**src/hdl/mvca_pkg.sv**
```systemverilog
// ============================================================================
// mvca_pkg: shared types and constants for the mesh volume/centroid block
// Field widths, datapath widths, queue sizing and the result engine states.
// ============================================================================
`timescale 1ns / 1ps
`default_nettype none

package mvca_pkg;

    // Input item layout
    localparam int IN_W       = 12;
    localparam int COORD_BITS = 12;
    localparam int N_FIELDS   = 9;
    localparam int S_TDATA_W  = ((N_FIELDS * IN_W + 7) / 8) * 8;

    // Front datapath widths
    localparam int EDGE_W  = COORD_BITS + 1;
    localparam int SUM1_W  = COORD_BITS + 2;
    localparam int PROD_W  = 2 * COORD_BITS;
    localparam int F2_W    = PROD_W + 3;
    localparam int CROSS_W = 2 * EDGE_W;
    localparam int D_W     = CROSS_W + 1;
    localparam int TV_W    = D_W + SUM1_W;
    localparam int TM_W    = D_W + F2_W;
    localparam int ACC_W   = 64;

    // Result layout
    localparam int VOLUME_W  = 63;
    localparam int CENTRE_W  = 20;
    localparam int M_DATA_W  = VOLUME_W + 3 * CENTRE_W;
    localparam int M_TDATA_W = ((M_DATA_W + 7) / 8) * 8;
    localparam int M_PAD_W   = M_TDATA_W - M_DATA_W;
    localparam int M_TUSER_W = 2;
    localparam int TUSER_ZERO = 0;
    localparam int TUSER_CLIP = 1;

    // Result engine
    localparam int FRAC_BITS = 6;
    localparam int QUOT_W    = CENTRE_W + 1;
    localparam int PRE_SHIFT = QUOT_W - FRAC_BITS;
    localparam int STEP_W    = $clog2(ACC_W);
    localparam logic [QUOT_W-1:0] CENTRE_POS_LIM = QUOT_W'((2 ** (CENTRE_W - 1)) - 1);
    localparam logic [QUOT_W-1:0] CENTRE_NEG_LIM = QUOT_W'(2 ** (CENTRE_W - 1));

    // Volume divide by six: halve, estimate one third by shift-and-add folds,
    // then fix the estimate from the small remainder
    localparam int VSTEP_SEED     = 0;
    localparam int VSTEP_FOLD_END = 4;
    localparam int VSTEP_SUB      = 5;
    localparam int VSTEP_REM      = 6;
    localparam int VSTEP_FIX      = 7;
    localparam int VSTEP_SIGN     = 8;
    localparam int FOLD_SH0       = 4;
    localparam int FIX_REM_W      = 5;
    localparam int FIX_MUL        = 11;
    localparam int FIX_SHIFT      = 5;
    localparam int FIX_PROD_W     = FIX_REM_W + 4;

    // Totals queue
    localparam int Q_DEPTH = 2;
    localparam int Q_PTR_W = (Q_DEPTH > 1) ? $clog2(Q_DEPTH) : 1;
    localparam int Q_CNT_W = $clog2(Q_DEPTH + 1);

    typedef struct packed {
        logic [ACC_W-1:0] vol;
        logic [ACC_W-1:0] mom_x;
        logic [ACC_W-1:0] mom_y;
        logic [ACC_W-1:0] mom_z;
    } mvca_totals_t;

    typedef struct packed {
        logic         valid;
        mvca_totals_t totals;
    } mvca_push_t;

    typedef struct packed {
        logic full;
        logic empty;
    } mvca_q_status_t;

    typedef enum logic [1:0] {
        AX_X,
        AX_Y,
        AX_Z
    } mvca_axis_t;

    typedef enum logic [2:0] {
        BK_IDLE,
        BK_VOL,
        BK_CSTART,
        BK_CDIV,
        BK_CEND,
        BK_HOLD
    } mvca_back_state_t;

endpackage

`default_nettype wire

```
**src/hdl/mvca_back.sv**
```systemverilog
// ============================================================================
// mvca_back: result engine
// Shift-and-add divide of a nonzero volume integral by six, then three
// restoring divides for the centre, with saturation; registered result item.
// ============================================================================
`timescale 1ns / 1ps
`default_nettype none

module mvca_back (
    input  wire logic                              clk,
    input  wire logic                              rst_n,
    input  wire mvca_pkg::mvca_q_status_t          q_status,
    input  wire mvca_pkg::mvca_totals_t            q_data,
    output logic                                   q_pop,
    output logic                                   m_axis_tvalid,
    input  wire logic                              m_axis_tready,
    // volume (63), centre_x (20), centre_y (20), centre_z (20), zero pad
    output logic [mvca_pkg::M_TDATA_W-1:0]         m_axis_tdata,
    // volume_zero, centre_clipped
    output logic [mvca_pkg::M_TUSER_W-1:0]         m_axis_tuser
);
    import mvca_pkg::*;

    mvca_back_state_t       state_reg, state_next;
    mvca_axis_t             axis_reg, axis_next;
    logic [STEP_W-1:0]      step_reg, step_next;
    mvca_totals_t           entry_reg, entry_next;
    logic [ACC_W-1:0]       den_reg, den_next;
    logic [ACC_W-1:0]       vdiv_reg, vdiv_next;
    logic [ACC_W-1:0]       crem_reg, crem_next;
    logic [QUOT_W-1:0]      cdiv_reg, cdiv_next;
    logic                   cneg_reg, cneg_next;
    logic [VOLUME_W-1:0]    vol_res_reg, vol_res_next;
    logic [CENTRE_W-1:0]    cx_reg, cx_next, cy_reg, cy_next, cz_reg, cz_next;
    logic                   zero_res_reg, zero_res_next;
    logic                   clip_res_reg, clip_res_next;
    logic                   m_valid_reg, m_valid_next;
    logic [M_TDATA_W-1:0]   m_data_reg, m_data_next;
    logic [M_TUSER_W-1:0]   m_user_reg, m_user_next;

    logic                   vol_is_zero;
    logic [ACC_W-1:0]       head_mag;
    logic [ACC_W-1:0]       mom_sel, mom_mag, mom_hi;
    logic                   cen_sat;
    logic [STEP_W-1:0]      vfold_sh;
    logic [ACC_W-1:0]       vfold, vq_neg;
    logic [FIX_PROD_W-1:0]  vfix_prod;
    logic [ACC_W:0]         cr_ext, cr_sub, den_ext;
    logic                   cr_ge;
    logic [QUOT_W-1:0]      cen_lim, cen_mag, cen_signed;
    logic                   cen_over;
    logic                   step_last_vol, step_last_cen;
    logic                   out_free;

    // shared datapath terms
    always_comb
    begin
        vol_is_zero = (q_data.vol == '0);
        head_mag    = q_data.vol[ACC_W-1] ? (ACC_W'(0) - q_data.vol) : q_data.vol;
        case (axis_reg)
            AX_X:    mom_sel = entry_reg.mom_x;
            AX_Y:    mom_sel = entry_reg.mom_y;
            default: mom_sel = entry_reg.mom_z;
        endcase
        mom_mag = mom_sel[ACC_W-1] ? (ACC_W'(0) - mom_sel) : mom_sel;
        mom_hi  = mom_mag >> PRE_SHIFT;
        cen_sat = (mom_hi >= den_reg);

        vfold_sh  = STEP_W'(FOLD_SH0) << (step_reg - 1'b1);
        vfold     = vdiv_reg + (vdiv_reg >> vfold_sh);
        vfix_prod = FIX_PROD_W'(crem_reg[FIX_REM_W-1:0]) * FIX_PROD_W'(FIX_MUL);
        vq_neg    = ACC_W'(0) - vdiv_reg;

        den_ext = {1'b0, den_reg};
        cr_ext  = {crem_reg, cdiv_reg[QUOT_W-1]};
        cr_ge   = (cr_ext >= den_ext);
        cr_sub  = cr_ext - den_ext;

        cen_lim    = cneg_reg ? CENTRE_NEG_LIM : CENTRE_POS_LIM;
        cen_over   = (cdiv_reg > cen_lim);
        cen_mag    = cen_over ? cen_lim : cdiv_reg;
        cen_signed = cneg_reg ? (QUOT_W'(0) - cen_mag) : cen_mag;

        step_last_vol = (step_reg == STEP_W'(VSTEP_SIGN));
        step_last_cen = (step_reg == STEP_W'(QUOT_W - 1));
        out_free      = !m_valid_reg || m_axis_tready;
    end

    always_comb
    begin : next_state
        state_next = state_reg;
        case (state_reg)
            BK_IDLE:
            begin
                if (!q_status.empty)
                begin
                    state_next = vol_is_zero ? BK_HOLD : BK_VOL;
                end
            end
            BK_VOL:
            begin
                if (step_last_vol)
                begin
                    state_next = BK_CSTART;
                end
            end
            BK_CSTART: state_next = cen_sat ? BK_CEND : BK_CDIV;
            BK_CDIV:
            begin
                if (step_last_cen)
                begin
                    state_next = BK_CEND;
                end
            end
            BK_CEND:   state_next = (axis_reg == AX_Z) ? BK_HOLD : BK_CSTART;
            BK_HOLD:
            begin
                if (out_free)
                begin
                    state_next = BK_IDLE;
                end
            end
            default:   state_next = BK_IDLE;
        endcase
    end

    always_comb
    begin : outputs
        q_pop         = 1'b0;
        axis_next     = axis_reg;
        step_next     = step_reg;
        entry_next    = entry_reg;
        den_next      = den_reg;
        vdiv_next     = vdiv_reg;
        crem_next     = crem_reg;
        cdiv_next     = cdiv_reg;
        cneg_next     = cneg_reg;
        vol_res_next  = vol_res_reg;
        cx_next       = cx_reg;
        cy_next       = cy_reg;
        cz_next       = cz_reg;
        zero_res_next = zero_res_reg;
        clip_res_next = clip_res_reg;
        m_valid_next  = m_valid_reg && !m_axis_tready;
        m_data_next   = m_data_reg;
        m_user_next   = m_user_reg;
        case (state_reg)
            BK_IDLE:
            begin
                if (!q_status.empty)
                begin
                    q_pop         = 1'b1;
                    entry_next    = q_data;
                    den_next      = head_mag;
                    step_next     = '0;
                    zero_res_next = vol_is_zero;
                    clip_res_next = 1'b0;
                    vol_res_next  = '0;
                    cx_next       = '0;
                    cy_next       = '0;
                    cz_next       = '0;
                end
            end
            BK_VOL:
            begin
                step_next = step_reg + 1'b1;
                if (step_reg == STEP_W'(VSTEP_SEED))
                begin
                    // m/4 + m/16 of the halved magnitude m
                    vdiv_next = (den_reg >> 3) + (den_reg >> 5);
                end
                else if (step_reg <= STEP_W'(VSTEP_FOLD_END))
                begin
                    vdiv_next = vfold;
                end
                else if (step_reg == STEP_W'(VSTEP_SUB))
                begin
                    crem_next = (den_reg >> 1) - vdiv_reg;
                end
                else if (step_reg == STEP_W'(VSTEP_REM))
                begin
                    crem_next = crem_reg - (vdiv_reg << 1);
                end
                else if (step_reg == STEP_W'(VSTEP_FIX))
                begin
                    vdiv_next = vdiv_reg + ACC_W'(vfix_prod[FIX_PROD_W-1:FIX_SHIFT]);
                end
                else if (step_last_vol)
                begin
                    vol_res_next = entry_reg.vol[ACC_W-1] ? vq_neg[VOLUME_W-1:0]
                                                          : vdiv_reg[VOLUME_W-1:0];
                    axis_next    = AX_X;
                end
            end
            BK_CSTART:
            begin
                cneg_next = mom_sel[ACC_W-1] ^ entry_reg.vol[ACC_W-1];
                step_next = '0;
                if (cen_sat)
                begin
                    cdiv_next = '1;
                end
                else
                begin
                    crem_next = mom_hi;
                    cdiv_next = {mom_mag[PRE_SHIFT-1:0], FRAC_BITS'(0)};
                end
            end
            BK_CDIV:
            begin
                crem_next = cr_ge ? cr_sub[ACC_W-1:0] : cr_ext[ACC_W-1:0];
                cdiv_next = {cdiv_reg[QUOT_W-2:0], cr_ge};
                step_next = step_reg + 1'b1;
            end
            BK_CEND:
            begin
                clip_res_next = clip_res_reg || cen_over;
                case (axis_reg)
                    AX_X:
                    begin
                        cx_next   = cen_signed[CENTRE_W-1:0];
                        axis_next = AX_Y;
                    end
                    AX_Y:
                    begin
                        cy_next   = cen_signed[CENTRE_W-1:0];
                        axis_next = AX_Z;
                    end
                    default:
                    begin
                        cz_next   = cen_signed[CENTRE_W-1:0];
                        axis_next = AX_X;
                    end
                endcase
            end
            BK_HOLD:
            begin
                if (out_free)
                begin
                    m_valid_next = 1'b1;
                    m_data_next  = {M_PAD_W'(0), cz_reg, cy_reg, cx_reg, vol_res_reg};
                    m_user_next[TUSER_ZERO] = zero_res_reg;
                    m_user_next[TUSER_CLIP] = clip_res_reg;
                end
            end
            default:
            begin
                q_pop = 1'b0;
            end
        endcase
    end

    always_ff @(posedge clk or negedge rst_n)
    begin
        if (!rst_n)
        begin
            state_reg   <= BK_IDLE;
            axis_reg    <= AX_X;
            step_reg    <= '0;
            m_valid_reg <= 1'b0;
        end
        else
        begin
            state_reg   <= state_next;
            axis_reg    <= axis_next;
            step_reg    <= step_next;
            m_valid_reg <= m_valid_next;
        end
    end

    always_ff @(posedge clk)
    begin
        entry_reg    <= entry_next;
        den_reg      <= den_next;
        vdiv_reg     <= vdiv_next;
        crem_reg     <= crem_next;
        cdiv_reg     <= cdiv_next;
        cneg_reg     <= cneg_next;
        vol_res_reg  <= vol_res_next;
        cx_reg       <= cx_next;
        cy_reg       <= cy_next;
        cz_reg       <= cz_next;
        zero_res_reg <= zero_res_next;
        clip_res_reg <= clip_res_next;
        m_data_reg   <= m_data_next;
        m_user_reg   <= m_user_next;
    end

    assign m_axis_tvalid = m_valid_reg;
    assign m_axis_tdata  = m_data_reg;
    assign m_axis_tuser  = m_user_reg;

endmodule

`default_nettype wire

```
**config.mk**
```make
export PLATFORM = sky130hd
export DESIGN_NAME = mvca_back
export DESIGN_NICKNAME = d
export VERILOG_FILES = /design/src/hdl/mvca_pkg.sv /design/src/hdl/mvca_back.sv
export SDC_FILE = /design/constraint.sdc
export NUM_CORES = 2
export LEC_CHECK = 0
export BUFFER_PORTS_ARGS = -buffer_cell sky130_fd_sc_hd__buf_2
export CORE_MARGIN = 5
export CORE_UTILIZATION = 60
export CTS_CLUSTER_DIAMETER = 120
export DETAILED_ROUTE_END_ITERATION = 10
export GPL_TIMING_DRIVEN = 0
export MAX_ROUTING_LAYER = met4
export PLACE_DENSITY = 0.9
export SLEW_MARGIN = 20
export SYNTH_ARGS = -nofsm -noshare
export SYNTH_HDL_FRONTEND = slang
export SYNTH_SLANG_ARGS = --single-unit
```
**constraint.sdc**
```tcl
create_clock -name clk -period 22.4 [get_ports clk]
set_input_delay 2.24 -clock clk [delete_from_list [all_inputs] [get_ports clk]]
set_output_delay 2.24 -clock clk [all_outputs]
set_load 0.02 [all_outputs]
```
==> run summary <==
In the routed layout, each cell is associated on average with a via count of 6.85. The maximum level of the CTS H-tree was 3; the flip-flop count of the largest register, all copies and words added was 194. The run gives 0 as the number of endpoints with negative hold slack in the final report. The shortest period the worst path allows came out at 10610 ps. STA classifies the critical path startpoint as a flop. The number of buffers on the longest clock path came out at 3.

The number of iterations in the first detailed-routing pass is 9, and the DRC violation total after the first TritonRoute iteration is 8021. The post-synthesis cell area is 52100 um2. The worst setup path is captured at a flop.

The startpoint of the worst register-to-register path is step_reg[0]. In this run the register-to-register setup slack is 11790 ps. The logs give 108 for the number of rows created at floorplan and 5667 for the cell count after synthesis. Pin placement for this block handled 393 I/O pins. After synthesis, the mean cell area works out to 9.20 um2. The final setup slack of the worst path is 11790 ps. The tools report the number of distinct library cell variants in the gate-level netlist after synthesis as 84. The share of post-route cells with drive strength above 1 is 0.103, and the hold buffer count at CTS is 0. The share of the synthesized area in the top cell type was 0.378; the final-report max-slew violation count was 0. The wire length per cell after detailed routing was 27.7 um; the area overhead of the layout relative to synthesis was 12.3%. After the last flow step, the layout net total stands at 6820. Clock-pin slew was measured on the worst setup and hold paths at 60 ps. For the number of placed cells counting well taps, the log shows 7233. The cell sitting at the root of the clock tree is a clkbuf_16.

Summed over all failing endpoints, the final setup total negative slack is 0 ps. The total core area was 86500 um2; the detailed-route via count was 50600. Summed over all layers, the global routing overflow is 0. The run finished with clean final reports.

For the filler cell count, the log shows 6883. The worst register-to-register path ends at vdiv_reg[62]. Setup violations remaining at the end of the flow were counted as 0.

The via count of the first global-routing pass is 47200. Once the clock tree was built, the resizer swapped 0 gates to a different size. The clock arrives with 47.3 ps of skew. Routability-driven placement finished with a final weighted congestion of 1.09. The tools report the worst relative slew slack as 0.112. The tools report the capturing instance or port of the critical path as vdiv_reg[62]. During synthesis, Yosys emitted a total of 0 warnings. The run gives 0 as the final routed DRC violation total.

In this design, the critical path's most frequently occurring cell is clkbuf_1. For this block, the routed nets add up to 204000 um of wire. The width of the die was 305 um; the fraction of synthesis flops using an asynchronous set or reset pin was 0.0179. The endpoint required time on the critical path is 22810 ps, and the top achievable clock speed is 94.2 MHz. Once layout is complete, the cells apart from fillers number 7388.

The tools report the HPWL reported at the end of detailed placement as 163000 um. Clock tree synthesis found a total of 669 sinks. The peak fanout along the critical path is 12.

The run gives 0.603 as the initial cell density of the core. The measured slew at the worst slew-check pin is 1300 ps, and the period utilization is 0.474. At the worst endpoint, the arrival time is 11020 ps. Number of cell instances on the worst register-to-register path: 24. Path type of the worst min-delay path: reg2reg.

For this run, the leading register cell type out of synthesis is edfxtp_1. The number of max-cap violations was 0; the maximum number of pins on one net before global-route repair was 100. Ranked by total cell area, the synthesized netlist is headed by edfxtp_1 (38%), ha_1 (9.6%), xnor2_1 (5.2%).

TritonCTS built the clock tree. Yosys instantiated no cell more often than edfxtp_1. Setup repair after global routing left no endpoint under its margin. The number of synthesized flops with an enable pin works out to 657.

Leading area contributor after synthesis: edfxtp_1. The number of buffers inserted during clock tree synthesis was 73; the die boundary height was 305 um. Post-synthesis sequential element count: 669. The first global-routing pass estimated 295000 um of wire. The residual antenna-violating net count after detailed routing is 0. The number of antenna violations at the first check in global routing is 24, and the number of port buffers is 386.

Traced cell by cell, the critical path runs through clkbuf_1 > clkinv_1 > clkbuf_1 > ha_1 > or3_1 > a211o_1 > nor2_1 > clkbuf_1 > clkbuf_1 > a211oi_1 > a21oi_1 > a211oi_1 > ha_1 > a211o_1 > a21o_1 > o22ai_1 > a21oi_1 > o41ai_1 > o31ai_1 > a21boi_0 > o21ai_0 > a21oi_1 > o21ai_0 > o211a_1. At the later pin of the worst-skew pair, clock insertion delay measures 670 ps. In this run the worst setup path begins at step_reg[0].

In this run the post-CTS setup repair buffer count came out at 0. By startpoint and endpoint, the worst setup path is classified as reg2reg. The slowest stage of the critical path is the o41ai_1 cell. The tools report the post-placement worst setup slack as 12310 ps. The tools report the total routing resource utilization after global routing as 0.430. The share of synthesized area occupied by flip-flops and latches is 0.384. After synthesis, the most frequently instantiated cells are edfxtp_1 (657), nor2_1 (508), a21oi_1 (504), nand2_1 (493), ha_1 (400). On the worst path, the slowest cell contributes a delay of 990 ps. The die covers 92900 um2.
-- worst max-delay path: cells and delay by family, from the launching register on --
family                     cells  cell delay [ps]
DFF                            1              380
and+or+nand+nor                2              870
AOI/OAI and AO/OA             15             4970
adders and majority gates      2              800
buffers and inverters          5             3320
-- routing by layer --
layer  GRT usage  wire length (um)  vias to the layer above
met3       0.117             27300                      714
li1            -                 -                    22300
met5           -                 0                        -
met2       0.633             87800                     3838
met1       0.561             78200                    23800
met4       0.187             11200                        0
-- layout make-up --
class                           instances  area [um2]  share of cell area
Antenna cell                           24        60.1             0.00103
Sequential cell                       669       20000               0.342
Tap cell                             1155        1450              0.0247
Clock inverter                         45         592              0.0101
Timing Repair Buffer                  407        2310              0.0395
Inverter                              229         867              0.0148
Buffer                                285        1110              0.0189
Clock buffer                           86        1900              0.0324
Multi-Input combinational cell       4488       30200               0.517
-- cell families (layout without fill, tap and decap cells) --
family / after synthesis / after routing / share of synthesized area
flip-flops: 669 / 669 / 0.384
multiplexers: 161 / 161 / 0.0320
buffers and inverters: 514 / 1052 / 0.0376
XOR/XNOR: 453 / 453 / 0.0761
AO/OA/AOI/OAI: 1823 / 1823 / 0.225
other: 1 / 29 / 0.0000719
AND/OR/NAND/NOR: 1640 / 1640 / 0.147
adder cells (fa/ha/maj): 406 / 406 / 0.0983
-- per-stage QoR --
step           hold slack, ps  utilization  cell area [um2]
2_1_floorplan             400            -            52200
3_3_place_gp              401        0.642            55500
3_5_place_dp              405        0.647            56000
4_1_cts                   400        0.676            58500
5_1_grt                   419        0.677            58500
6_report                  411        0.677            58600
-- placed cells by master (no fill, tap or decap), types with 84 or more instances in the layout --
master / n
o21ai_0: 367
a31oi_1: 84
buf_2: 392
mux2i_1: 117
nor3_1: 94
ha_1: 400
a211oi_1: 116
a21oi_1: 503
nor2_1: 507
clkbuf_1: 264
nand3_1: 110
edfxtp_1: 657
inv_1: 226
xnor2_1: 311
nand4_1: 102
xor2_1: 142
nand2_1: 493
a21o_1: 225
-- worst min-delay path by stage --
| stage | from | end | cells past startpoint |
|---|---|---|---|
| final | cx_reg[5] | m_axis_tdata[68] | 0 |
| after global routing | cx_reg[5] | m_axis_tdata[68] | 0 |
| after CTS | cx_reg[5] | m_axis_tdata[68] | 0 |
| after detailed placement | vol_res_reg[23] | m_axis_tdata[23] | 0 |
| after global placement | vol_res_reg[61] | m_axis_tdata[61] | 0 |
| after floorplan | vol_res_reg[0] | m_axis_tdata[0] | 0 |
Power is not shown: default switching activity piles up to over one toggle a cycle in this logic, so the estimate is an artifact.
