<file path="config.mk">
export PLATFORM = sky130hd
export DESIGN_NAME = mvca_queue
export DESIGN_NICKNAME = d
export VERILOG_FILES = /design/src/hdl/mvca_pkg.sv /design/src/hdl/mvca_queue.sv
export SDC_FILE = /design/constraint.sdc
export NUM_CORES = 1
export LEC_CHECK = 0
export BUFFER_PORTS_ARGS = -buffer_cell sky130_fd_sc_hd__buf_2
export CAP_MARGIN = 20
export CORE_ASPECT_RATIO = 0.8
export CORE_MARGIN = 1
export CORE_UTILIZATION = 40
export DETAILED_ROUTE_END_ITERATION = 6
export GPL_ROUTABILITY_DRIVEN = 0
export PLACE_DENSITY = 0.65
export SLEW_MARGIN = 0
export SYNTH_ARGS = -nofsm -noshare
export SYNTH_HDL_FRONTEND = slang
export SYNTH_SLANG_ARGS = --single-unit
</file>
<file path="constraint.sdc">
create_clock -name clk -period 17.16 [get_ports clk]
set_clock_uncertainty 0.1 [all_clocks]
set_input_delay 0.858 -clock clk [delete_from_list [all_inputs] [get_ports clk]]
set_output_delay 0.858 -clock clk [all_outputs]
set_load 0.01 [all_outputs]
</file>
<file path="src/hdl/mvca_pkg.sv">
// ============================================================================
// mvca_pkg: shared types and constants for the mesh volume/centroid block
// Field widths, datapath widths, queue sizing and the result engine states.
// ============================================================================
`timescale 1ns / 1ps
`default_nettype none

package mvca_pkg;

    // Input item layout
    localparam int IN_W       = 12;
    localparam int COORD_BITS = 12;
    localparam int N_FIELDS   = 9;
    localparam int S_TDATA_W  = ((N_FIELDS * IN_W + 7) / 8) * 8;

    // Front datapath widths
    localparam int EDGE_W  = COORD_BITS + 1;
    localparam int SUM1_W  = COORD_BITS + 2;
    localparam int PROD_W  = 2 * COORD_BITS;
    localparam int F2_W    = PROD_W + 3;
    localparam int CROSS_W = 2 * EDGE_W;
    localparam int D_W     = CROSS_W + 1;
    localparam int TV_W    = D_W + SUM1_W;
    localparam int TM_W    = D_W + F2_W;
    localparam int ACC_W   = 64;

    // Result layout
    localparam int VOLUME_W  = 63;
    localparam int CENTRE_W  = 20;
    localparam int M_DATA_W  = VOLUME_W + 3 * CENTRE_W;
    localparam int M_TDATA_W = ((M_DATA_W + 7) / 8) * 8;
    localparam int M_PAD_W   = M_TDATA_W - M_DATA_W;
    localparam int M_TUSER_W = 2;
    localparam int TUSER_ZERO = 0;
    localparam int TUSER_CLIP = 1;

    // Result engine
    localparam int FRAC_BITS = 6;
    localparam int QUOT_W    = CENTRE_W + 1;
    localparam int PRE_SHIFT = QUOT_W - FRAC_BITS;
    localparam int STEP_W    = $clog2(ACC_W);
    localparam logic [QUOT_W-1:0] CENTRE_POS_LIM = QUOT_W'((2 ** (CENTRE_W - 1)) - 1);
    localparam logic [QUOT_W-1:0] CENTRE_NEG_LIM = QUOT_W'(2 ** (CENTRE_W - 1));

    // Volume divide by six: halve, estimate one third by shift-and-add folds,
    // then fix the estimate from the small remainder
    localparam int VSTEP_SEED     = 0;
    localparam int VSTEP_FOLD_END = 4;
    localparam int VSTEP_SUB      = 5;
    localparam int VSTEP_REM      = 6;
    localparam int VSTEP_FIX      = 7;
    localparam int VSTEP_SIGN     = 8;
    localparam int FOLD_SH0       = 4;
    localparam int FIX_REM_W      = 5;
    localparam int FIX_MUL        = 11;
    localparam int FIX_SHIFT      = 5;
    localparam int FIX_PROD_W     = FIX_REM_W + 4;

    // Totals queue
    localparam int Q_DEPTH = 2;
    localparam int Q_PTR_W = (Q_DEPTH > 1) ? $clog2(Q_DEPTH) : 1;
    localparam int Q_CNT_W = $clog2(Q_DEPTH + 1);

    typedef struct packed {
        logic [ACC_W-1:0] vol;
        logic [ACC_W-1:0] mom_x;
        logic [ACC_W-1:0] mom_y;
        logic [ACC_W-1:0] mom_z;
    } mvca_totals_t;

    typedef struct packed {
        logic         valid;
        mvca_totals_t totals;
    } mvca_push_t;

    typedef struct packed {
        logic full;
        logic empty;
    } mvca_q_status_t;

    typedef enum logic [1:0] {
        AX_X,
        AX_Y,
        AX_Z
    } mvca_axis_t;

    typedef enum logic [2:0] {
        BK_IDLE,
        BK_VOL,
        BK_CSTART,
        BK_CDIV,
        BK_CEND,
        BK_HOLD
    } mvca_back_state_t;

endpackage

`default_nettype wire

</file>
<file path="src/hdl/mvca_queue.sv">
// ============================================================================
// mvca_queue: short queue of finished mesh totals
// Decouples the accumulating front from the dividing result engine.
// ============================================================================
`timescale 1ns / 1ps
`default_nettype none

module mvca_queue (
    input  wire logic                     clk,
    input  wire logic                     rst_n,
    input  wire mvca_pkg::mvca_push_t     q_push,
    input  wire logic                     q_pop,
    output mvca_pkg::mvca_totals_t        q_data,
    output mvca_pkg::mvca_q_status_t      q_status
);
    import mvca_pkg::*;

    mvca_totals_t         mem [Q_DEPTH];
    logic [Q_PTR_W-1:0]   wr_ptr_reg, wr_ptr_next;
    logic [Q_PTR_W-1:0]   rd_ptr_reg, rd_ptr_next;
    logic [Q_CNT_W-1:0]   count_reg, count_next;

    assign q_status.full  = (count_reg == Q_CNT_W'(Q_DEPTH));
    assign q_status.empty = (count_reg == '0);
    assign q_data         = mem[rd_ptr_reg];

    always_comb
    begin
        wr_ptr_next = wr_ptr_reg;
        rd_ptr_next = rd_ptr_reg;
        count_next  = count_reg;
        if (q_push.valid)
        begin
            wr_ptr_next = (wr_ptr_reg == Q_PTR_W'(Q_DEPTH - 1)) ? '0 : wr_ptr_reg + 1'b1;
        end
        if (q_pop)
        begin
            rd_ptr_next = (rd_ptr_reg == Q_PTR_W'(Q_DEPTH - 1)) ? '0 : rd_ptr_reg + 1'b1;
        end
        case ({q_push.valid, q_pop})
            2'b10:   count_next = count_reg + 1'b1;
            2'b01:   count_next = count_reg - 1'b1;
            default: count_next = count_reg;
        endcase
    end

    always_ff @(posedge clk or negedge rst_n)
    begin
        if (!rst_n)
        begin
            wr_ptr_reg <= '0;
            rd_ptr_reg <= '0;
            count_reg  <= '0;
        end
        else
        begin
            wr_ptr_reg <= wr_ptr_next;
            rd_ptr_reg <= rd_ptr_next;
            count_reg  <= count_next;
        end
    end

    always_ff @(posedge clk)
    begin
        if (q_push.valid)
        begin
            mem[wr_ptr_reg] <= q_push.totals;
        end
    end

endmodule

`default_nettype wire

</file>
==> results.md, run 1 <==
- Count of final setup violators: 0
- Max reg flops: 512
- Max rail drop VDD: 106 uV
- H-tree Lvls: 2
- Top cells by area, synth: edfxtp_1 (78%), mux2_4 (18%), mux2_2 (1.5%), buf_6 (0.86%), buf_8 (0.84%)
- R2R Setup Slk: 13.73 ns
- Most frequent cell on the critical path: buf_4
- Synth Flop Type: edfxtp_1
- Total leakage power: 9.76 nW
- Endpoint class of the critical path: output port
- Crit-path cells: buf_4 > buf_4 > buf_4 > mux2_4 > buf_2
- Die span in y: 200 um
- # nets final: 1626
- Mapped Nets: 1074
- Distinct cells, synth: 15
- Total Wirelength: 40800 um
- Largest area contributor in the netlist: edfxtp_1
- First-pass DRT Iterations: 4
- R2r worst-path depth: 3
- Seq pwr share: 0.431
- Buffers added on ports: 517
- Post_cts resized: 0
- Final ANT Viol Nets: 0
- NetSw: 1.17 mW
- Final Hold Fails: 0
- Critical Path Start Type: flip-flop
- Post-synth EDFFs: 512
- CTS Sinks: 516
- CP Class: reg -> out
- Flops & latches, synth: 516
- Synthesized area: 19700 um^2
- Yosys warns: 0
- Largest net degree at the start of global routing: 165
- RR Startpoint: wr_ptr_reg$_DFFE_PN0P_
- Async S/R FF share, synth: 0.00775
- Switching part of the total: 0.288
- Share of the synthesized area in the top cell type: 0.782
- CTS tree: yes
- Top achievable clock speed: between 150 and 200 MHz
- Setup Buffers After CTS: 0
- Number of CTS-inserted buffers: 51
- Clock latency on the worst-skew pair: between 0.5 and 0.6 ns
- Post-synthesis sequential area ratio: 0.787
- Setup TNS: 0 ns
- Overall global routing resource usage: 0.159
- Vias in the first global route: between 9000 and 10000
- Setup slack after layout: 11.40 ns
- DP Worst Slack: 11.88 ns
- Tmin final: 5.76 ns
- Tcrit/Tclk final: 0.335
- Longest Clk Path Bufs: 3
- RR Endpoint: mem[0][132]$_DFFE_PP_
- Total internal power: between 2 and 3 mW
- Synth-to-Final Area Change: 24.2%
- Ports: 518
- Core area: 48500 um^2
- CP max stage cell: dfrtp_4
- Clk network pwr share: 0.259
- DR iter-0 viols: 568
- Hold EP: mem[1][229]$_DFFE_PP_
- Max Cap Viol: 0
- Clock transition at path regs: 0.06 ns
- CTS hold repair buffers: 1
- Die footprint: 50100 um^2
- Commonest cells in the netlist: edfxtp_1 (512), mux2_4 (230), mux2_2 (26)
- Slowest stage delay, CP: 0.95 ns
- Share of cells above drive strength 1: 0.610
- Wirelength per Cell: 20.0 um
- Delay-heaviest family, CP: buffers and inverters
- Crit path buffers/inverters: 4
- DRC: 0
- Worst slew pin tran: 1.08 ns
- Dpl hpwl: 27900 um
- WP data arrival: between 4 and 5 ns
- Worst Path Required: 16.20 ns
- DR vias: 9488
- Outcome: completed
- Initial antenna violation count: 14
- Worst hold path class: in -> reg
- GRT Residual Overflow: 0
- DR vias/cell: 4.64
- Most numerous cell in the Yosys netlist: edfxtp_1
- Worst Path Max Fanout: 55
- Initial Util: 0.406
- First-pass GRT wire length: between 60000 and 70000 um
- Power Total: 4.08 mW
- Cells after synthesis: 813
- Combinational share of power: 0.309
- Setup repair after global routing missed its margin: false
- Syn avg cell area: 24.2 um^2
- Relative slew slack: 0.279
- Root Driver: clkbuf_16
- Min-delay src: q_push[229]
- PD cells: 167 nW/um^2
- Worst Hold Depth: 1
- Die Width: 250 um
- Max Slew Vio Count: 0
- # rows: 72
## final cells by class
class	instances	area, um^2
sequential	516	15500
timing repair buffer	528	2710
inverter	1	3.75
antenna	9	22.5
tap	629	787
multi-input combinational	267	3840
fill	4021	24000
clock inverter	30	224
clock buffer	65	1370
## power groups by stage
stage          Clock, mW  Combinational [mW]  Sequential, mW
2_1_floorplan          0               0.925            1.83
3_3_place_gp           0                1.27            1.78
3_5_place_dp           0                1.28            1.79
4_1_cts             1.09                1.28            1.77
5_1_grt             1.13                1.34            1.78
6_report            1.06                1.26            1.76
## cells in the final DEF, fill, tap and decap left out
cell	count
buf_12	1
clkbuf_16	53
inv_16	1
dfrtp_4	1
and2_4	1
dfrtp_1	3
buf_2	517
clkinv_2	9
inv_6	3
buf_4	8
mux2_4	230
ha_1	1
bufinv_16	2
buf_16	1
mux2_2	26
nor2b_1	1
xor2_1	3
clkbuf_1	12
clkinv_4	1
xnor2_1	2
clkinv_1	11
clkinvlp_4	3
nor2_1	2
edfxtp_1	512
dlygate4sd3_1	1
nor2_4	1
inv_1	1
diode_2	9
## layer usage
layer	wire length, um	GRT usage	share of wire	up-vias
met5	92	0	0.0023	-
met4	897	0.0540	0.022	14
met3	3630	0.0598	0.089	74
met2	19900	0.264	0.49	348
met1	16300	0.192	0.40	4672
li1	-	-	-	4380
## worst max-delay path by stage
stage                                 from                   to  cells past startpoint
detailed placement  rd_ptr_reg$_DFFE_PN0P_           q_data[83]                      5
floorplan                      q_push[256]  mem[0][0]$_DFFE_PP_                      2
CTS                 rd_ptr_reg$_DFFE_PN0P_           q_data[83]                      5
finish              rd_ptr_reg$_DFFE_PN0P_           q_data[10]                      5
global route        rd_ptr_reg$_DFFE_PN0P_            q_data[9]                      5
global placement    rd_ptr_reg$_DFFE_PN0P_           q_data[21]                      5
## cells by family (layout without fill, tap and decap cells)
| logic type | count (synthesis) | after routing | share of synthesized area |
|---|---|---|---|
| other | 0 | 9 | 0 |
| buffers and inverters | 30 | 624 | 0.0187 |
| AND/OR/NAND/NOR | 5 | 5 | 0.00121 |
| multiplexers | 256 | 256 | 0.190 |
| XOR/XNOR | 5 | 5 | 0.00223 |
| flip-flops | 516 | 516 | 0.787 |
| adder cells (fa/ha/maj) | 1 | 1 | 0.000636 |
## through the flow
stage	hold slack, ns	util	instance area, um^2	std cells
2_1_floorplan	0.356	-	19700	813
3_3_place_gp	0.374	0.470	22800	1939
3_5_place_dp	0.389	0.470	22800	1939
4_1_cts	0.317	0.503	24400	2035
5_1_grt	0.324	0.504	24400	2040
6_report	0.360	0.504	24400	2045
No activity file was read; power rests on OpenSTA's default activity.
==> run 2: changes to the inputs <==
clock period = 6 ns   (was 17.16 ns; I/O delays follow)
==> results.md, run 2 (same netlist as run 1, synthesis figures left out) <==
- CTS hold repair buffers: 260 (+259)
- Final ANT Viol Nets: 0 (unchanged)
- Count of final setup violators: 0 (unchanged)
- Fillers: 3695 (-8.1%)
- Worst hold path class: in -> reg
- Worst Path Max Fanout: 120 (+120%)
- Final core occ: 0.557 (+0.0534)
- Switching part of the total: 0.285 (-0.00244)
- Worst Hold Depth: 2 (+1)
- RR Endpoint: mem[1][86]$_DFFE_PP_
- Delay-heaviest family, CP: flip-flops
- Outcome: completed
- Min-delay src: q_push[58]
- Post_cts resized: 0 (unchanged)
- Clock latency on the worst-skew pair: 0.57 ns (about the same)
- Ports: 518 (unchanged)
- Critical Path Start Type: flip-flop
- Tmin final: 3.19 ns
- Overall global routing resource usage: 0.166 (+0.00666)
- Endpoint class of the critical path: output port
- Max Slew Vio Count: 0 (unchanged)
- PD cells: 441 nW/um^2 (+160%)
- Worst slew pin tran: 1.10 ns (+0.0149 ns)
- Total leakage power: 10.8 nW (+11%)
- FF/Latch Area: 15500 um^2 (unchanged)
- Setup repair after global routing missed its margin: false
- Combinational share of power: 0.322 (+0.013)
- Dpl hpwl: 26300 um (-5.7%)
- DP Worst Slack: 3.35 ns (-8.54 ns)
- DRC: 0 (unchanged)
- Max reg flops: 512 (unchanged)
- Longest Clk Path Bufs: 3 (unchanged)
- NetSw: 3.40 mW (+190%)
- Total Wirelength: 42600 um (+4.4%)
- Relative slew slack: 0.269 (-0.00996)
- Tcrit/Tclk final: 0.531
- Initial Util: 0.406 (unchanged)
- Share of cells above drive strength 1: 0.510 (-0.0999)
- WP data arrival: 2.79 ns (-2.01 ns)
- R2R Setup Slk: 3.34 ns (-10.39 ns)
- CP Class: reg -> out
- Slowest stage delay, CP: 0.77 ns (-0.18 ns)
- Buffers added on ports: 517 (unchanged)
- Setup Buffers After CTS: 0 (unchanged)
- Final Hold Fails: 0 (unchanged)
- Die Width: 250 um (unchanged)
- DR vias/cell: 4.61 (-0.64%)
- R2r worst-path depth: 2 (-1)
- Hold EP: mem[0][58]$_DFFE_PP_
- Area of the multi-input gates: 3840 um^2 (unchanged)
- Total internal power: 8.51 mW (+190%)
- DR vias: 10600 (+11%)
- Initial antenna violation count: 4 (-10)
- Clk network pwr share: 0.258 (about the same)
- RR Startpoint: wr_ptr_reg$_DFFE_PN0P_
- H-tree Lvls: 2 (unchanged)
- CP max stage cell: dfrtp_4
- Clock transition at path regs: 0.06 ns (about the same)
- Top achievable clock speed: 314 MHz
- Largest net degree at the start of global routing: 151 (-8.5%)
- Synth-to-Final Area Change: 37.4%
- # nets final: 1882 (+16%)
- Vias in the first global route: 11300 (+14%)
- Number of CTS-inserted buffers: 51 (unchanged)
- Worst Path Required: 5.60 ns (-10.60 ns)
- Die span in y: 200 um (unchanged)
- Non-Filler Instances: 2293 (+12%)
- # rows: 72 (unchanged)
- First-pass DRT Iterations: 4 (unchanged)
- DR iter-0 viols: 525 (-7.6%)
- GRT Residual Overflow: 0 (unchanged)
- Crit path buffers/inverters: 2 (-2)
- First-pass GRT wire length: 64200 um (+6.4%)
- Most frequent cells in the layout: buf_2 (517), edfxtp_1 (512), dlygate4sd3_1 (260)
- Seq pwr share: 0.420 (-0.011)
- Placed cells: 1937 (-0.10%)
- Die footprint: 50100 um^2 (unchanged)
- Core area: 48500 um^2 (unchanged)
- CTS Sinks: 516 (unchanged)
- Setup TNS: 0 ns (unchanged)
- Crit-path cells: buf_12 > mux2_4 > buf_2
- Most common cell after layout, fill and taps aside: buf_2
- Setup slack after layout: 2.81 ns (-8.59 ns)
- Max rail drop VDD: 446 uV (+320%)
- Max Cap Viol: 0 (unchanged)
- CTS tree: yes
- Root Driver: clkbuf_16
- Wirelength per Cell: 18.6 um (-6.9%)
## run 2: changes by cell type in the layout (fill, tap and decap cells not counted), sizes merged
cell	change
diode	-8
dlygate4sd3	+259
clkinvlp	-3
clkbuf	+7
clkinv	-2
bufinv	+1
inv	-3
buf	-3
## run 2: power by group through the flow
stage	clock, mW	sequential [mW]	combinational, mW
after floorplan	0	5.06	2.65
after global placement	0	5.04	3.71
after detailed placement	0	5.08	3.71
after CTS	3.16	5.00	3.86
after global routing	3.29	5.06	4.05
final	3.07	5.00	3.84
## run 2: worst reg2reg max path, cell delays in order, from the launching register on
cell	delay, ns
dfrtp_1	0.43
and2_4	0.77
buf_4	0.88
## run 2: how the worst max path moves through the flow
stage / from / cells past startpoint / to / slack, ns
after CTS: rd_ptr_reg$_DFFE_PN0P_ / 3 / q_data[86] / 2.81
after detailed placement: wr_ptr_reg$_DFFE_PN0P_ / 2 / mem[1][29]$_DFFE_PP_ / 3.35
final: rd_ptr_reg$_DFFE_PN0P_ / 3 / q_data[86] / 2.81
after global routing: rd_ptr_reg$_DFFE_PN0P_ / 3 / q_data[86] / 2.72
after global placement: wr_ptr_reg$_DFFE_PN0P_ / 2 / mem[1][82]$_DFFE_PP_ / 3.35
after floorplan: wr_ptr_reg$_DFFE_PN0P_ / 1 / mem[0][0]$_DFFE_PP_ / 1.26
## run 2: layout make-up
| cell class | instances | area share |
|---|---|---|
| tap | 629 | 0.0291 |
| timing repair buffer | 784 | 0.196 |
| sequential | 516 | 0.573 |
| antenna | 1 | 0.0000926 |
| multi-input combinational | 267 | 0.142 |
| clock buffer | 72 | 0.0528 |
| clock inverter | 23 | 0.00695 |
| inverter | 1 | 0.000139 |
## run 2: metrics by stage
step	total power, mW	hold slack, ns	instance area, um^2
floorplan	7.71	-0.0956	19700
global placement	8.75	0.0221	22800
detailed placement	8.79	0.0229	22800
CTS	12.0	0.301	27000
global route	12.4	0.316	27000
finish	11.9	0.346	27000
## run 2: metal layers
metal,GRT usage,vias to the layer above,wire [um]
li1,-,4868,-
met1,0.197,5264,16900
met2,0.290,369,21700
met3,0.0506,64,3120
met4,0.0503,6,861
met5,0,-,39
==> run 3: changes to the inputs <==
clock period = 3.12 ns   (was 6 ns; I/O delays follow)
==> results.md, run 3 (same netlist as run 1, synthesis figures left out) <==
- Worst slew pin tran: 0.553 ns (-0.544 ns)
- Delay-heaviest family, CP: buffers and inverters
- Post_cts resized: 0 (unchanged)
- GRT Residual Overflow: 0 (unchanged)
- DRC: 0 (unchanged)
- First-pass GRT wire length: 65100 um (+1.3%)
- Setup repair after global routing missed its margin: false
- DR vias: 10700 (+1.1%)
- Max Cap Viol: 0 (unchanged)
- H-tree Lvls: 2 (unchanged)
- Non-Filler Instances: 2306 (+0.57%)
- Critical Path Start Type: flip-flop
- Worst Path Required: 2.86 ns (-2.74 ns)
- Worst hold path class: in -> reg
- NetSw: 6.58 mW (+94%)
- CTS tree: yes
- Most common cell after layout, fill and taps aside: buf_2
- Ports: 518 (unchanged)
- Clock latency on the worst-skew pair: 0.56 ns (about the same)
- Largest net degree at the start of global routing: 80 (-47%)
- Clock transition at path regs: 0.06 ns (about the same)
- Final ANT Viol Nets: 0 (unchanged)
- DR vias/cell: 4.63 (+0.50%)
- Count of final setup violators: 0 (unchanged)
- Tmin final: 2.53 ns
- Max rail drop VDD: 656 uV (+47%)
- Top achievable clock speed: roughly 400 MHz
- CTS Sinks: 516 (unchanged)
- Wirelength per Cell: 18.6 um (about the same)
- DP Area: 23100 um^2 (+1.3%)
- Seq pwr share: 0.414 (-0.006)
- Outcome: completed
- Fillers: 3723 (+0.76%)
- Share of cells above drive strength 1: 0.522 (+0.0122)
- Overall global routing resource usage: 0.168 (+0.00158)
- Vias in the first global route: 11500 (+2.1%)
- Dpl hpwl: 28000 um (+6.3%)
- Number of CTS-inserted buffers: 51 (unchanged)
- Power Total: 23.0 mW (+93%)
- WP data arrival: 2.28 ns (-0.51 ns)
- First-pass DRT Iterations: 4 (unchanged)
- Initial antenna violation count: 1 (-3)
- Slowest stage delay, CP: 0.62 ns (-0.15 ns)
- Relative slew slack: 0.631 (+0.362)
- Longest Clk Path Bufs: 3 (unchanged)
- Switching part of the total: 0.286 (+0.000549)
- PD cells: 845 nW/um^2 (+92%)
- # rows: 72 (unchanged)
- Placed cells: 1960 (+1.2%)
- Root Driver: clkbuf_16
- Final Hold Fails: 0 (unchanged)
- Synth-to-Final Area Change: 38.7%
- Total internal power: 16.5 mW (+93%)
- CP max stage cell: dfrtp_4
- Clk network pwr share: 0.254 (-0.004)
- Core area: 48500 um^2 (unchanged)
- Setup TNS: 0 ns (unchanged)
- Endpoint class of the critical path: output port
- Die footprint: 50100 um^2 (unchanged)
- Combinational share of power: 0.332 (+0.010)
- CP Class: reg -> out
- Initial Util: 0.406 (unchanged)
- Total Wirelength: 42800 um (+0.49%)
- Buffers added on ports: 517 (unchanged)
- Most frequent cells in the layout: buf_2 (517), edfxtp_1 (512), dlygate4sd3_1 (260)
- Tcrit/Tclk final: 0.812
- DR iter-0 viols: 497 (-5.3%)
- # nets final: 1905 (+1.2%)
- Crit path buffers/inverters: 3 (+1)
- Die Width: 250 um (unchanged)
- Max Slew Vio Count: 0 (unchanged)
- R2R Setup Slk: 1.27 ns (-2.07 ns)
- Post-Layout Inst Area: 27300 um^2 (+0.97%)
- Max reg flops: 512 (unchanged)
- Worst Path Max Fanout: 21 (-83%)
- Crit-path cells: buf_12 > buf_4 > mux2_4 > buf_2
- Die span in y: 200 um (unchanged)
- Total leakage power: 11.0 nW (+1.3%)
==> run 3: changes by cell type in the layout (fill, tap and decap cells not counted), sizes merged <==
cell      previous run  this run
buf                524       547
clkbuf              72        57
clkinvlp             0         2
bufinv               3         4
clkinv              19        20
inv                  2         3
==> run 3: path summary, 6_finish.rpt <==
kind                                          startpoint                       end  depth (start not counted)
worst max-delay path              rd_ptr_reg$_DFFE_PN0P_                 q_data[4]                          4
worst min-delay path                         q_push[133]     mem[0][133]$_DFFE_PP_                          2
worst max register to register    wr_ptr_reg$_DFFE_PN0P_      mem[1][22]$_DFFE_PP_                          2
worst min register to register  count_reg[1]$_DFFE_PN0P_  count_reg[1]$_DFFE_PN0P_                          1
max in group asynchronous                          rst_n    rd_ptr_reg$_DFFE_PN0P_                          3
min in group asynchronous                          rst_n  count_reg[1]$_DFFE_PN0P_                          3
==> run 3: stage by stage <==
step | util | setup slack [ns] | hold WS, ns
after floorplan | - | -1.60 | -0.240
after global placement | 0.476 | 1.16 | -0.136
after detailed placement | 0.476 | 1.13 | -0.130
after CTS | 0.563 | 0.497 | 0.153
after global routing | 0.563 | 0.478 | 0.175
final | 0.563 | 0.586 | 0.204
==> run 3: cell type report <==
class                           instances  area, um^2  share of cell area
Antenna cell                            1        2.50           0.0000917
Clock buffer                           57        1340              0.0492
Clock inverter                         28         238             0.00872
Inverter                                1        3.75            0.000138
Multi-Input combinational cell        267        3840               0.141
Sequential cell                       516       15500               0.567
Tap cell                              629         787              0.0289
Timing Repair Buffer                  807        5590               0.205
==> run 3: worst register-to-register path, cell delays in order (launching register included) <==
cell and delay, ns:
dfrtp_1 0.42, and2_4 0.48, buf_12 0.42
==> run 3: timing repair <==
action                    4_1_cts  5_1_grt
hold endpoints to repair      524        0
hold buffers                  260        0
buffers inserted                0        0
==> run 3: power by group through the flow <==
stage          Clock [mW]  Combinational, mW  Sequential, mW
2_1_floorplan           0               5.09            9.73
3_3_place_gp            0               7.42            9.63
3_5_place_dp            0               7.43            9.70
4_1_cts              6.01               7.73            9.56
5_1_grt              6.28               8.07            9.66
6_report             5.85               7.65            9.55
==> run 3: routing by layer <==
metal,vias to the layer above,share of wire,GRT usage
met1,5304,0.40,0.202
met2,377,0.49,0.284
met4,0,0.031,0.0648
met5,-,0,0
met3,88,0.071,0.0486
li1,4915,-,-
